File: src/hdl/nus_pkg.sv
// ----------------------------------------------------------------------------
// NAL unit splitter package
// Shared constants and width helpers for the Annex B start code parser.
// ----------------------------------------------------------------------------
package nus_pkg;

   // Default widths of the internal counters and depth of the queue
   localparam int NUS_LENGTH_BITS = 24;
   localparam int NUS_OFFSET_BITS = 32;
   localparam int NUS_QUEUE_DEPTH = 4;

   // Fixed widths of the ports
   localparam int MAX_LENGTH_W  = 24;
   localparam int OFFSET_OUT_W  = 32;
   localparam int PREFIX_W      = 3;
   localparam int PAYLOAD_OUT_W = 24;

   localparam logic [MAX_LENGTH_W-1:0] MAX_LENGTH_RESET = 24'd100000;

   // Start code detection
   localparam logic [23:0]         HIST_RESET      = 24'hFF_FFFF;
   localparam logic [7:0]          START_CODE_LAST = 8'h01;
   localparam logic [PREFIX_W-1:0] PREFIX_SHORT    = 3'd3;
   localparam logic [PREFIX_W-1:0] PREFIX_LONG     = 3'd4;
   localparam int                  ZEROS_SHORT     = 2;
   localparam int                  ZEROS_LONG      = 3;

   // NAL header byte layout
   localparam int HDR_FORBIDDEN_POS = 7;
   localparam int HDR_REF_IDC_HI    = 6;
   localparam int HDR_REF_IDC_LO    = 5;
   localparam int HDR_TYPE_HI       = 4;

   // Raw descriptor: offset, prefix, count, header, skip flag, end flag
   function automatic int nus_desc_bits(input int length_bits, input int offset_bits);
      return offset_bits + PREFIX_W + (length_bits + 1) + 8 + 1 + 1;
   endfunction

   // Queue entry: two descriptors and a flag that the second one is used
   function automatic int nus_pair_bits(input int length_bits, input int offset_bits);
      return 2 * nus_desc_bits(length_bits, offset_bits) + 1;
   endfunction

endpackage

File: src/hdl/nus_front.sv
// ----------------------------------------------------------------------------
// NAL unit splitter front end
// Accepts stream bytes, tracks start codes and builds raw descriptors.
// ----------------------------------------------------------------------------
module nus_front import nus_pkg::*; #(
   parameter int LENGTH_BITS = NUS_LENGTH_BITS,
   parameter int OFFSET_BITS = NUS_OFFSET_BITS,
   parameter int PAIR_W      = nus_pair_bits(NUS_LENGTH_BITS, NUS_OFFSET_BITS)
) (
   input  logic              clock,
   input  logic              reset,
   input  logic              req_valid,
   output logic              req_stall,
   input  logic [7:0]        req_data_byte,
   input  logic              req_last_byte,
   input  logic              q_full,
   output logic              q_push,
   output logic [PAIR_W-1:0] q_wdata
);

   localparam int CNT_W = LENGTH_BITS + 1;
   localparam logic [CNT_W-1:0] COUNT_CAP =
      CNT_W'((64'd1 << LENGTH_BITS) + 64'd3);

   typedef struct packed {
      logic [OFFSET_BITS-1:0] offset;
      logic [PREFIX_W-1:0]    prefix;
      logic [CNT_W-1:0]       len;
      logic [7:0]             hdr;
      logic                   skip;
      logic                   eos;
   } desc_type;

   typedef struct packed {
      logic     two;
      desc_type second;
      desc_type first;
   } pair_type;

   logic [23:0]            hist_ff, hist_in;
   logic                   in_nal_ff, in_nal_in;
   logic [OFFSET_BITS-1:0] pos_ff, pos_in;
   logic [OFFSET_BITS-1:0] start_ff, start_in;
   logic [PREFIX_W-1:0]    prefix_ff, prefix_in;
   logic [CNT_W-1:0]       cnt_ff, cnt_in;
   logic [7:0]             hdr_ff, hdr_in;
   logic                   skip_ff, skip_in;

   logic                   accept;
   logic                   four, three, found;
   logic [CNT_W-1:0]       zeros;
   logic [OFFSET_BITS-1:0] sc_start;
   logic                   close_nal, end_nal;
   desc_type               d_close, d_end;
   pair_type               pair;

   assign req_stall = q_full;
   assign accept    = req_valid & ~q_full;

   assign four     = (hist_ff == 24'd0) && (req_data_byte == START_CODE_LAST);
   assign three    = (hist_ff[15:0] == 16'd0) && (req_data_byte == START_CODE_LAST);
   assign found    = four | three;
   assign zeros    = four ? CNT_W'(ZEROS_LONG) : CNT_W'(ZEROS_SHORT);
   assign sc_start = pos_ff - OFFSET_BITS'(zeros);

   // Next stream state for one byte
   always_comb begin
      in_nal_in = in_nal_ff;
      start_in  = start_ff;
      prefix_in = prefix_ff;
      cnt_in    = cnt_ff;
      hdr_in    = hdr_ff;
      skip_in   = skip_ff;
      if (found) begin
         if (!in_nal_ff) begin
            skip_in = (sc_start != '0);
         end
         in_nal_in = 1'b1;
         start_in  = sc_start;
         prefix_in = four ? PREFIX_LONG : PREFIX_SHORT;
         cnt_in    = '0;
         hdr_in    = '0;
      end else if (in_nal_ff) begin
         if (cnt_ff == '0) begin
            hdr_in = req_data_byte;
         end
         if (cnt_ff < COUNT_CAP) begin
            cnt_in = cnt_ff + 1'b1;
         end
      end
      hist_in = {hist_ff[15:0], req_data_byte};
      pos_in  = pos_ff + 1'b1;
   end

   // Descriptors: the one a start code closes, the one the last byte closes
   always_comb begin
      close_nal = found & in_nal_ff;
      end_nal   = req_last_byte & in_nal_in;

      d_close.offset = start_ff;
      d_close.prefix = prefix_ff;
      d_close.len    = (cnt_ff >= zeros) ? (cnt_ff - zeros) : '0;
      d_close.hdr    = hdr_ff;
      d_close.skip   = skip_ff;
      d_close.eos    = 1'b0;

      d_end.offset = start_in;
      d_end.prefix = prefix_in;
      d_end.len    = cnt_in;
      d_end.hdr    = hdr_in;
      d_end.skip   = skip_in;
      d_end.eos    = 1'b1;

      pair.first  = close_nal ? d_close : d_end;
      pair.second = d_end;
      pair.two    = close_nal & end_nal;
   end

   assign q_push  = accept & (close_nal | end_nal);
   assign q_wdata = pair;

   always_ff @(posedge clock) begin
      if (reset) begin
         hist_ff   <= HIST_RESET;
         in_nal_ff <= 1'b0;
         pos_ff    <= '0;
         start_ff  <= '0;
         prefix_ff <= PREFIX_SHORT;
         cnt_ff    <= '0;
         hdr_ff    <= '0;
         skip_ff   <= 1'b0;
      end else if (accept) begin
         if (req_last_byte) begin
            // drop all stream state, a new stream starts at position zero
            hist_ff   <= HIST_RESET;
            in_nal_ff <= 1'b0;
            pos_ff    <= '0;
            start_ff  <= '0;
            prefix_ff <= PREFIX_SHORT;
            cnt_ff    <= '0;
            hdr_ff    <= '0;
            skip_ff   <= 1'b0;
         end else begin
            hist_ff   <= hist_in;
            in_nal_ff <= in_nal_in;
            pos_ff    <= pos_in;
            start_ff  <= start_in;
            prefix_ff <= prefix_in;
            cnt_ff    <= cnt_in;
            hdr_ff    <= hdr_in;
            skip_ff   <= skip_in;
         end
      end
   end

endmodule

File: src/hdl/nus_queue.sv
// ----------------------------------------------------------------------------
// NAL unit splitter descriptor queue
// Small first-in first-out buffer between front end and back end.
// ----------------------------------------------------------------------------
module nus_queue import nus_pkg::*; #(
   parameter int DATA_W = nus_pair_bits(NUS_LENGTH_BITS, NUS_OFFSET_BITS),
   parameter int DEPTH  = NUS_QUEUE_DEPTH
) (
   input  logic              clock,
   input  logic              reset,
   input  logic              push,
   input  logic [DATA_W-1:0] wdata,
   input  logic              pop,
   output logic              full,
   output logic              not_empty,
   output logic [DATA_W-1:0] rdata
);

   localparam int PTR_W = (DEPTH > 1) ? $clog2(DEPTH) : 1;

   logic [DATA_W-1:0] entry_ff [DEPTH];
   logic [PTR_W-1:0]  wr_ptr_ff, wr_ptr_in;
   logic [PTR_W-1:0]  rd_ptr_ff, rd_ptr_in;
   logic [PTR_W:0]    count_ff, count_in;

   assign full      = (count_ff == (PTR_W+1)'(DEPTH));
   assign not_empty = (count_ff != '0);
   assign rdata     = entry_ff[rd_ptr_ff];

   always_comb begin
      wr_ptr_in = wr_ptr_ff;
      rd_ptr_in = rd_ptr_ff;
      count_in  = count_ff;
      if (push) begin
         wr_ptr_in = (wr_ptr_ff == PTR_W'(DEPTH - 1)) ? '0 : wr_ptr_ff + 1'b1;
      end
      if (pop) begin
         rd_ptr_in = (rd_ptr_ff == PTR_W'(DEPTH - 1)) ? '0 : rd_ptr_ff + 1'b1;
      end
      if (push && !pop) begin
         count_in = count_ff + 1'b1;
      end else if (pop && !push) begin
         count_in = count_ff - 1'b1;
      end
   end

   always_ff @(posedge clock) begin
      if (reset) begin
         wr_ptr_ff <= '0;
         rd_ptr_ff <= '0;
         count_ff  <= '0;
      end else begin
         wr_ptr_ff <= wr_ptr_in;
         rd_ptr_ff <= rd_ptr_in;
         count_ff  <= count_in;
      end
   end

   always_ff @(posedge clock) begin
      if (push) begin
         entry_ff[wr_ptr_ff] <= wdata;
      end
   end

endmodule

File: src/hdl/nus_back.sv
// ----------------------------------------------------------------------------
// NAL unit splitter back end
// Saturates lengths, decodes the header and drives the result register.
// ----------------------------------------------------------------------------
module nus_back import nus_pkg::*; #(
   parameter int LENGTH_BITS = NUS_LENGTH_BITS,
   parameter int OFFSET_BITS = NUS_OFFSET_BITS,
   parameter int PAIR_W      = nus_pair_bits(NUS_LENGTH_BITS, NUS_OFFSET_BITS)
) (
   input  logic                     clock,
   input  logic                     reset,
   input  logic                     csr_valid,
   output logic                     csr_ready,
   input  logic [MAX_LENGTH_W-1:0]  csr_max_length,
   input  logic                     q_not_empty,
   input  logic [PAIR_W-1:0]        q_rdata,
   output logic                     q_pop,
   output logic                     rsp_valid,
   input  logic                     rsp_stall,
   output logic [OFFSET_OUT_W-1:0]  rsp_nal_offset,
   output logic [PREFIX_W-1:0]      rsp_prefix_len,
   output logic [PAYLOAD_OUT_W-1:0] rsp_payload_len,
   output logic                     rsp_forbidden_flag,
   output logic [1:0]               rsp_ref_idc,
   output logic [4:0]               rsp_unit_type,
   output logic                     rsp_oversize,
   output logic                     rsp_skipped_leading,
   output logic                     rsp_end_of_stream
);

   localparam int CNT_W = LENGTH_BITS + 1;
   localparam int CMP_W = (CNT_W > MAX_LENGTH_W) ? CNT_W : MAX_LENGTH_W;
   localparam int OFF_W = (OFFSET_BITS > OFFSET_OUT_W) ? OFFSET_BITS : OFFSET_OUT_W;
   localparam logic [CMP_W-1:0] LEN_CAP = CMP_W'((64'd1 << LENGTH_BITS) - 64'd1);

   typedef struct packed {
      logic [OFFSET_BITS-1:0] offset;
      logic [PREFIX_W-1:0]    prefix;
      logic [CNT_W-1:0]       len;
      logic [7:0]             hdr;
      logic                   skip;
      logic                   eos;
   } desc_type;

   typedef struct packed {
      logic     two;
      desc_type second;
      desc_type first;
   } pair_type;

   logic [MAX_LENGTH_W-1:0] max_len_ff;
   logic                    second_ff, second_in;
   logic                    valid_ff, valid_in;
   logic [OFFSET_OUT_W-1:0] offset_ff;
   logic [PREFIX_W-1:0]     prefix_ff;
   logic [PAYLOAD_OUT_W-1:0] payload_ff;
   logic [7:0]              hdr_ff;
   logic                    oversize_ff;
   logic                    skip_ff;
   logic                    eos_ff;

   pair_type            pair;
   desc_type            cur;
   logic                load;
   logic [CMP_W-1:0]    max_ext, limit, len_ext, pay;
   logic                big;
   logic [OFF_W-1:0]    off_ext;
   logic [7:0]          hdr_eff;

   assign csr_ready = 1'b1;

   assign pair = pair_type'(q_rdata);
   assign cur  = second_ff ? pair.second : pair.first;

   // Advance when the result register is empty or being taken
   assign load  = q_not_empty & (~valid_ff | ~rsp_stall);
   assign q_pop = load & (~pair.two | second_ff);

   always_comb begin
      second_in = second_ff;
      if (load) begin
         second_in = second_ff ? 1'b0 : pair.two;
      end
      valid_in = load | (valid_ff & rsp_stall);
   end

   // Saturate against the configured limit, capped at the counter range
   always_comb begin
      max_ext = CMP_W'(max_len_ff);
      limit   = (max_ext > LEN_CAP) ? LEN_CAP : max_ext;
      len_ext = CMP_W'(cur.len);
      big     = len_ext > limit;
      pay     = big ? limit : len_ext;
      off_ext = OFF_W'(cur.offset);
      hdr_eff = (cur.len == '0) ? 8'd0 : cur.hdr;
   end

   always_ff @(posedge clock) begin
      if (reset) begin
         max_len_ff <= MAX_LENGTH_RESET;
         second_ff  <= 1'b0;
         valid_ff   <= 1'b0;
      end else begin
         if (csr_valid) begin
            max_len_ff <= csr_max_length;
         end
         second_ff <= second_in;
         valid_ff  <= valid_in;
      end
   end

   always_ff @(posedge clock) begin
      if (load) begin
         offset_ff   <= off_ext[OFFSET_OUT_W-1:0];
         prefix_ff   <= cur.prefix;
         payload_ff  <= pay[PAYLOAD_OUT_W-1:0];
         hdr_ff      <= hdr_eff;
         oversize_ff <= big;
         skip_ff     <= cur.skip;
         eos_ff      <= cur.eos;
      end
   end

   assign rsp_valid           = valid_ff;
   assign rsp_nal_offset      = offset_ff;
   assign rsp_prefix_len      = prefix_ff;
   assign rsp_payload_len     = payload_ff;
   assign rsp_forbidden_flag  = hdr_ff[HDR_FORBIDDEN_POS];
   assign rsp_ref_idc         = hdr_ff[HDR_REF_IDC_HI:HDR_REF_IDC_LO];
   assign rsp_unit_type       = hdr_ff[HDR_TYPE_HI:0];
   assign rsp_oversize        = oversize_ff;
   assign rsp_skipped_leading = skip_ff;
   assign rsp_end_of_stream   = eos_ff;

endmodule

File: src/hdl/annexb_nal_unit_splitter_top.sv
// ----------------------------------------------------------------------------
// Annex B NAL unit splitter
// Finds 3 and 4 byte start codes in a byte stream and reports one descriptor
// per NAL unit: offset, prefix length, saturated payload length and header.
// ----------------------------------------------------------------------------
//
//   channel   direction   flow control       carries
//   req_      in          valid / stall      data_byte, last_byte
//   rsp_      out         valid / stall      one NAL descriptor per transfer
//   csr_      in          valid / ready      max_length (always ready)
//
// One byte is taken per clock; req_stall rises only when the descriptor
// queue is full. A byte that closes a NAL and also ends the stream yields
// two descriptors, which leave one per clock while rsp_stall is low.
// A descriptor reaches rsp_ through the descriptor queue and result register.
// Reset is synchronous and active high; it clears the stream state and
// loads max_length with its default of 100000.
//
module annexb_nal_unit_splitter_top import nus_pkg::*; #(
   parameter int LENGTH_BITS = NUS_LENGTH_BITS,
   parameter int OFFSET_BITS = NUS_OFFSET_BITS,
   parameter int QUEUE_DEPTH = NUS_QUEUE_DEPTH
) (
   input  logic                     clock,
   input  logic                     reset,
   // byte input
   input  logic                     req_valid,
   output logic                     req_stall,
   input  logic [7:0]               req_data_byte,
   input  logic                     req_last_byte,
   // descriptor output
   output logic                     rsp_valid,
   input  logic                     rsp_stall,
   output logic [OFFSET_OUT_W-1:0]  rsp_nal_offset,
   output logic [PREFIX_W-1:0]      rsp_prefix_len,
   output logic [PAYLOAD_OUT_W-1:0] rsp_payload_len,
   output logic                     rsp_forbidden_flag,
   output logic [1:0]               rsp_ref_idc,
   output logic [4:0]               rsp_unit_type,
   output logic                     rsp_oversize,
   output logic                     rsp_skipped_leading,
   output logic                     rsp_end_of_stream,
   // configuration
   input  logic                     csr_valid,
   output logic                     csr_ready,
   input  logic [MAX_LENGTH_W-1:0]  csr_max_length
);

   localparam int PAIR_W = nus_pair_bits(LENGTH_BITS, OFFSET_BITS);

   // Queue handshake between front end and back end
   logic              q_push;
   logic              q_pop;
   logic              q_full;
   logic              q_not_empty;
   logic [PAIR_W-1:0] q_wdata;
   logic [PAIR_W-1:0] q_rdata;

   // Front end: start code search and per-NAL counters
   nus_front #(
      .LENGTH_BITS (LENGTH_BITS),
      .OFFSET_BITS (OFFSET_BITS),
      .PAIR_W      (PAIR_W)
   ) u_front (
      .clock         (clock),
      .reset         (reset),
      .req_valid     (req_valid),
      .req_stall     (req_stall),
      .req_data_byte (req_data_byte),
      .req_last_byte (req_last_byte),
      .q_full        (q_full),
      .q_push        (q_push),
      .q_wdata       (q_wdata)
   );

   // Decouple the two sides so each can stall on its own
   nus_queue #(
      .DATA_W (PAIR_W),
      .DEPTH  (QUEUE_DEPTH)
   ) u_queue (
      .clock     (clock),
      .reset     (reset),
      .push      (q_push),
      .wdata     (q_wdata),
      .pop       (q_pop),
      .full      (q_full),
      .not_empty (q_not_empty),
      .rdata     (q_rdata)
   );

   // Back end: saturation, header decode, result register and the limit
   nus_back #(
      .LENGTH_BITS (LENGTH_BITS),
      .OFFSET_BITS (OFFSET_BITS),
      .PAIR_W      (PAIR_W)
   ) u_back (
      .clock               (clock),
      .reset               (reset),
      .csr_valid           (csr_valid),
      .csr_ready           (csr_ready),
      .csr_max_length      (csr_max_length),
      .q_not_empty         (q_not_empty),
      .q_rdata             (q_rdata),
      .q_pop               (q_pop),
      .rsp_valid           (rsp_valid),
      .rsp_stall           (rsp_stall),
      .rsp_nal_offset      (rsp_nal_offset),
      .rsp_prefix_len      (rsp_prefix_len),
      .rsp_payload_len     (rsp_payload_len),
      .rsp_forbidden_flag  (rsp_forbidden_flag),
      .rsp_ref_idc         (rsp_ref_idc),
      .rsp_unit_type       (rsp_unit_type),
      .rsp_oversize        (rsp_oversize),
      .rsp_skipped_leading (rsp_skipped_leading),
      .rsp_end_of_stream   (rsp_end_of_stream)
   );

endmodule

File: config.mk
export PLATFORM = sky130hd
export DESIGN_NAME = annexb_nal_unit_splitter_top
export DESIGN_NICKNAME = d
export VERILOG_FILES = /design/src/hdl/nus_pkg.sv /design/src/hdl/nus_front.sv /design/src/hdl/nus_queue.sv /design/src/hdl/nus_back.sv /design/src/hdl/annexb_nal_unit_splitter_top.sv
export SDC_FILE = /design/constraint.sdc
export NUM_CORES = 1
export LEC_CHECK = 0
export BUFFER_PORTS_ARGS = -buffer_cell sky130_fd_sc_hd__buf_2
export CAP_MARGIN = 30
export CORE_MARGIN = 4
export CORE_UTILIZATION = 50
export DETAILED_ROUTE_END_ITERATION = 10
export GPL_ROUTABILITY_DRIVEN = 0
export GPL_TIMING_DRIVEN = 1
export PLACE_DENSITY_LB_ADDON = 0.2
export SKIP_CTS_REPAIR_TIMING = 1
export SLEW_MARGIN = 20
export SYNTH_ARGS = -nofsm -noshare
export SYNTH_HDL_FRONTEND = slang
export SYNTH_HIERARCHICAL = 1
export SYNTH_SLANG_ARGS = --single-unit
export TNS_END_PERCENT = 10
File: constraint.sdc
create_clock -name clock -period 9.4 [get_ports clock]
set_input_delay 0 -clock clock [delete_from_list [all_inputs] [get_ports clock]]
set_output_delay 0 -clock clock [all_outputs]
set_load 0.01 [all_outputs]
==> results of run 1 <==
stage by stage:
step	instances	cell area, µm²
2_1_floorplan	2333	33980
4_1_cts	3343	38000
3_5_place_dp	3185	35220
3_3_place_gp	3182	35150
5_1_grt	3390	38490
6_report	3390	38490
layout make-up:
type / instances / area, µm²
Timing Repair Buffer: 188 / 1308
Clock buffer: 109 / 2226
Inverter: 46 / 172.7
Clock inverter: 49 / 558.0
Fill cell: 5241 / 28790
Tap cell: 873 / 1092
Multi-Input combinational cell: 1330 / 10860
Sequential cell: 795 / 22270
cell families (layout without fill, tap and decap cells):
kind of cell	Yosys count	count (layout)	synth area share
adders and majority gates	39	39	0.01458
DFF	795	795	0.6551
and+or+nand+nor	641	641	0.09013
buffers and inverters	208	392	0.02728
AOI/OAI and AO/OA	287	287	0.05331
xor gates and xnor gates	93	93	0.02397
muxes	268	268	0.1355
other	2	2	0.0002210
where the power goes:
group          switching [µW]  internal, µW  total (µW)
Combinational            78.2          53.9         132
Clock                    1350          1960        3310
Sequential               9.45          3760        3770
Total                    1440          5770        7210
worst min path at each step:
stage,from,end,slack (ns),depth (start not counted)
6_report,csr_valid,u_back/max_len_ff[9],0.004,3
5_1_grt,csr_valid,u_back/max_len_ff[9],0.02,3
4_1_cts,csr_max_length[9],u_back/max_len_ff[9],-0.44,3
3_5_place_dp,csr_max_length[9],u_back/max_len_ff[9],0.24,3
3_3_place_gp,csr_max_length[10],u_back/max_len_ff[10],0.23,3
2_1_floorplan,reset,u_queue/count_ff[2],0.07,1
sequential cells by signal, indices dropped and copies added (netlist names), 8 cells and up, named ones only:
name / flops
u_back/rsp_nal_offset: 32
u_front/cnt_ff: 25
u_front/hdr_ff: 8
u_back/rsp_payload_len: 24
u_front/pos_ff: 32
u_queue/entry_ff: 564
u_front/start_ff: 32
u_front/hist_ff: 24
u_back/max_len_ff: 24
u_back/hdr_ff: 8
Yosys cell counts, types with 9 or more instances:
master and n:
dfxtp_1 161, mux2_4 15, o211ai_1 10, nor2b_1 11, o21ai_0 50, xor2_1 46
and3_1 9, mux4_2 141, clkbuf_1 109, a21o_1 15, o22ai_1 15, nor4_1 32
or3_1 22, xnor2_1 47, nor2_1 240, nor3_1 40, and2_1 11, nand2_1 151
buf_2 26, nand3_1 52, mux2_2 61, a22oi_1 46, buf_6 13, ha_1 38
o21a_1 10, a21oi_1 91, nand4_1 24, edfxtp_1 634, inv_1 46, mux2i_1 47
buf_1 9
metal layers:
layer / part of all wire / global-route usage / vias up
li1: - / - / 9097
met5: 0 / 0 / -
met3: 0.066 / 0.03997 / 109
met4: 0.019 / 0.05326 / 0
met1: 0.44 / 0.2986 / 10260
met2: 0.48 / 0.3367 / 676
worst register-to-register path: stages, from the launching register on:
cell and delay (ns):
dfxtp_1 0.32, nor4b_1 0.34, nand4_1 0.36, or2_2 0.39, buf_4 0.38, nor2_1 0.60
ha_1 0.27, inv_1 0.04, ha_1 0.32, nor4_1 0.39, nand2_1 0.39, nor4_1 0.42
xor2_1 0.17, nor4_1 0.37, nand4_2 0.18, o21a_1 0.17
==> qor.yml, run 1 <==
track_usage: 0.2092
synthCells: 2333
rr_endpoint: "u_queue/entry_ff[1][71]"
synthesis.area_um2: 33980
die_w_um: 268.7
dr_total_vias: 20140
clock_latency_ns: 0.64
cp.depth: 15
cts_tree: "built"
ant_nets: 0
port_buffers: 109
grt_max_degree: 73
finalHoldViolations: 0
ys_types: 74
crit_path_end: "u_queue/entry_ff[1][71]"
min_path_type: "input pin to flop"
setup_viol: 0
drv_cap: 0
io-pin-count: 111
syn-num-nets: 2410
syn_area_per_cell_um2: 14.57
path_cells: "nor4b_1, nand4_1, or2_2, buf_4, nor2_1, ha_1, inv_1, ha_1, nor4_1, nand2_1, nor4_1, xor2_1, nor4_1, nand4_2, o21a_1"
yosys_warnings: 6
tightest_slew_ns: 0.9736
totalPowerFinal_uw: 7212
preCtsSetupSlack_ns: 4.067
core-area_um2: 67280
cpMostUsedCell: "nor4_1"
synth_ff_type: "edfxtp_1"
whs_ns: 0.003818
fin_util: 0.5721
diodes: 0
cp-end-kind: "flop"
reg2reg_slack_ns: 4.03
yosys_register_bits: 795
ctsRootBufferMaster: "clkbuf_16"
worstPathArrival_ns: 5.74
min_period_over_period: 0.5714
cts_max_level: 3
wl_per_cell_um: 22.31
numCtsBuffers: 84
fmax_mhz: 186.2
critPathKind: "flop to flop"
synth-edff-count: 634
grt_overflow_total: 0
slew_headroom: 0.3502
netlist.area_leader.share: 0.5602
rsz0062_at_grt: "no"
drcViolationCount: 0
powerDensity_nw_per_um2: 187.4
fin_skew_ns: 0.02441
nets: 2522
clock-sinks: 795
grt_pass1_vias: 20140
synth_area_leaders: "edfxtp_1 (56%), dfxtp_1 (9.5%), mux4_2 (9.3%)"
syn2layout_area_growth_pct: 13.25
drive_gt1_frac: 0.2030
clkTransAtPathRegs_ns: 0.06
initial_utilization: 0.5051
setup_ws_ns: 4.029
die_area_um2: 72200
ys_seq_area_frac: 0.6551
status: "finished clean"
drt_iter0_drc: 1644
timing.rr.start: "u_front/hist_ff[12]"
routed_wl_um: 75620
setup-tns-final_ns: 0
cp_num_buf_inv: 2
grt_antenna_before_repair: 0
path_delay_family: "simple AND/OR/NAND/NOR gates"
leakage_uw: 0.01291
cp-startpoint: "u_front/hist_ff[12]"
mostFrequentLayoutCell: "edfxtp_1"
critPathLaunchType: "flop"
rows: 95
dpl.hpwl_um: 45570
finalCriticalPeriod_ns: 5.371
finalMaxSlewViolations: 0
ir_worst_vdd_mv: 0.1305
dieHeight_um: 268.7
clockBufferDepth: 3
drt-vias-per-instance: 5.940
ff2ff_path_depth: 15
async_flop_share: 0
required_ns: 9.77
cpPeakStageDelay_ns: 0.59
cp_max_fo: 69
crit_slowest_cell: "nor2_1"
yosys.area.top_type: "edfxtp_1"
final_cell_mix: "edfxtp_1 (634), nor2_1 (238), dfxtp_1 (158)"
grt_pass1_wl_um: 116800
first_pass_iters: 6
Note: power is estimated with default switching activity, not from simulation.
==> run 2, diff against run 1 <==
- ABC_AREA: default -> 1
- clock period: 9.4 -> 5.09 ns (I/O delays scaled with it)
==> qor.yml, run 2 <==
clock-sinks: 795  # unchanged
largest_reg_flops: 564  # unchanged
critPathKind: "flop to flop"
drt-vias-per-instance: 5.544  # -6.7%
routed_wl_um: 88820  # +17%
finalCriticalPeriod_ns: 3.916  # -1.455 ns
critPathLaunchType: "flop"
track_usage: 0.2310  # +0.02178
fin_skew_ns: 0.02675  # +0.002341 ns
worstHoldPathCells: 3  # unchanged
clock_latency_ns: 0.62  # -0.02 ns
syn2layout_area_growth_pct: 12.81
grt_pass1_wl_um: 135100  # +16%
cts_tree: "built"
drt_iter0_drc: 2637  # +60%
leakage_uw: 0.01546  # +20%
synth_ff_type: "edfxtp_1"
netlist.area_leader.share: 0.5384  # -0.02179
syn-num-nets: 3567  # +48%
worstPathArrival_ns: 4.39  # -1.35 ns
yosys_warnings: 6  # unchanged
fin_util: 0.5696  # -0.002483
ys_seq_area_frac: 0.6296  # -0.02547
crit_slowest_cell: "dfxtp_4"
clockBufferDepth: 3  # unchanged
synthesis.area_um2: 35360  # +4.0%
largest_register: "u_queue/entry_ff"
mostFrequentLayoutCell: "nand2_1"
synth_area_leaders: "edfxtp_1 (54%), dfxtp_1 (9.1%), nand2_1 (7.0%)"
dpl.hpwl_um: 53220  # +17%
drcViolationCount: 0  # unchanged
cpMostUsedCell: "nand2_1"
finalMaxSlewViolations: 0  # unchanged
path_cells: "inv_8, o21ai_0, o22ai_1, o21ai_0, inv_1, ha_1, nand2_1, nor2_1, nand2_1, nor3_1, nand3b_2, buf_4, nand2_2, nand2_1, nand2_1"
syn_area_per_cell_um2: 10.13  # -30%
required_ns: 5.56  # -4.21 ns
dr_total_vias: 25440  # +26%
cp-end-kind: "flop"
grt_overflow_total: 0  # unchanged
initial_utilization: 0.5049  # about the same
slew_headroom: 0.3758  # +0.02554
grt_pass1_vias: 23470  # +17%
reg2reg_slack_ns: 1.17  # -2.86 ns
dieHeight_um: 273.9  # +1.9%
grt_max_degree: 135  # +85%
yosys_register_bits: 795  # unchanged
min_period_over_period: 0.7694  # +0.1980
rsz0062_at_grt: "no"
drive_gt1_frac: 0.1154  # -0.08761
min_to: "u_back/max_len_ff[2]"
nets: 3659  # +45%
core-area_um2: 70030  # +4.1%
ant_nets: 0  # unchanged
synth.most_common_cell: "nand2_1"
cp_num_buf_inv: 3  # +1
numCtsBuffers: 82  # -2.4%
tightest_slew_ns: 0.9363  # -0.03726 ns
ir_worst_vdd_mv: 0.3082  # +140%
first_pass_iters: 5  # -1
io-pin-count: 111  # unchanged
cpPeakStageDelay_ns: 0.58  # about the same
synth-edff-count: 634  # unchanged
port_buffers: 109  # unchanged
status: "finished clean"
clkTransAtPathRegs_ns: 0.06  # about the same
yosys.area.top_type: "edfxtp_1"
netlist_top_cells_count: "nand2_1 (663), edfxtp_1 (634), nor2_1 (462)"
powerDensity_nw_per_um2: 473.9  # +150%
drv_cap: 0  # unchanged
synthCells: 3490  # +50%
grt_antenna_before_repair: 0  # unchanged
wl_per_cell_um: 19.36  # -13%
ys_types: 61  # -18%
fmax_mhz: 255.4  # +37%
final_cell_mix: "nand2_1 (662), edfxtp_1 (634), nor2_1 (461)"
setup_viol: 0  # unchanged
ctsRootBufferMaster: "clkbuf_16"
min_path_type: "input pin to flop"
rows: 97  # +2.1%
finalHoldViolations: 0  # unchanged
hp-start: "csr_valid"
async_flop_share: 0  # unchanged
cts_max_level: 3  # unchanged
cp_max_fo: 134  # +94%
diodes: 0  # unchanged
setup-tns-final_ns: 0  # unchanged
path_delay_family: "simple AND/OR/NAND/NOR gates"
ff2ff_path_depth: 15  # unchanged
rr_endpoint: "u_back/rsp_payload_len[23]"
die_w_um: 273.9  # +1.9%
die_area_um2: 75040  # +3.9%
## run 2: through the flow
step	setup WS [ns]	total power [µW]	area (µm²)	std cells	hold WS, ns
floorplan	-0.08486	11270	35360	3490	0.07238
global placement	1.299	12830	36520	4386	0.2140
detailed placement	1.255	12870	36550	4387	0.2244
CTS	1.217	19010	39340	4537	-0.4359
global route	0.9292	19970	39890	4588	0.02379
finish	1.174	18900	39890	4588	0.006296
## run 2: worst max path at each step
stage / cells past startpoint / from / slack, ns / to
5_1_grt: 16 / flop / 0.93 / u_back/rsp_payload_len[3]
3_3_place_gp: 17 / u_front/hist_ff[4] / 1.30 / u_queue/entry_ff[0][1]
2_1_floorplan: 10 / u_front/hist_ff[14] / -0.08 / u_queue/entry_ff[1][0]
6_report: 15 / flop / 1.17 / u_back/rsp_payload_len[23]
3_5_place_dp: 15 / flop / 1.26 / u_back/rsp_oversize
4_1_cts: 16 / flop / 1.22 / u_back/rsp_payload_len[23]
## run 2: logic make-up after synthesis
group,count (synthesis),synth area share
and+or+nand+nor,1394,0.1690
DFF,795,0.6296
muxes,8,0.002265
xor gates and xnor gates,51,0.01263
buffers and inverters,428,0.05315
AOI/OAI and AO/OA,773,0.1191
other,2,0.0002124
adders and majority gates,39,0.01401
## run 2: layout make-up
type / count / area [µm²]
Fill cell: 6003 / 30140
Timing Repair Buffer: 206 / 1506
Multi-Input combinational cell: 2267 / 11240
Inverter: 230 / 895.9
Clock buffer: 108 / 2397
Sequential cell: 795 / 22270
Tap cell: 940 / 1176
Clock inverter: 42 / 400.4
## run 2: power breakdown
part / switching [µW] / internal, µW / leakage [µW]
logic: 3480 / 1500 / 0.00678
clock network: 2450 / 3670 / 0.00138
registers: 216 / 7600 / 0.00729
## run 2: worst register-to-register path, delay by kind of cell (launching register included)
family	cells	cell delay [ns]
compound gates	3	0.98
flops	1	0.58
buf+inv	3	0.71
fa+ha+maj	1	0.34
simple gates	8	1.18
## run 2: metal layers
metal,part of all wire,GRT usage
met5,0,0
met4,0.024,0.06772
met3,0.073,0.04305
met2,0.45,0.3628
met1,0.45,0.3308
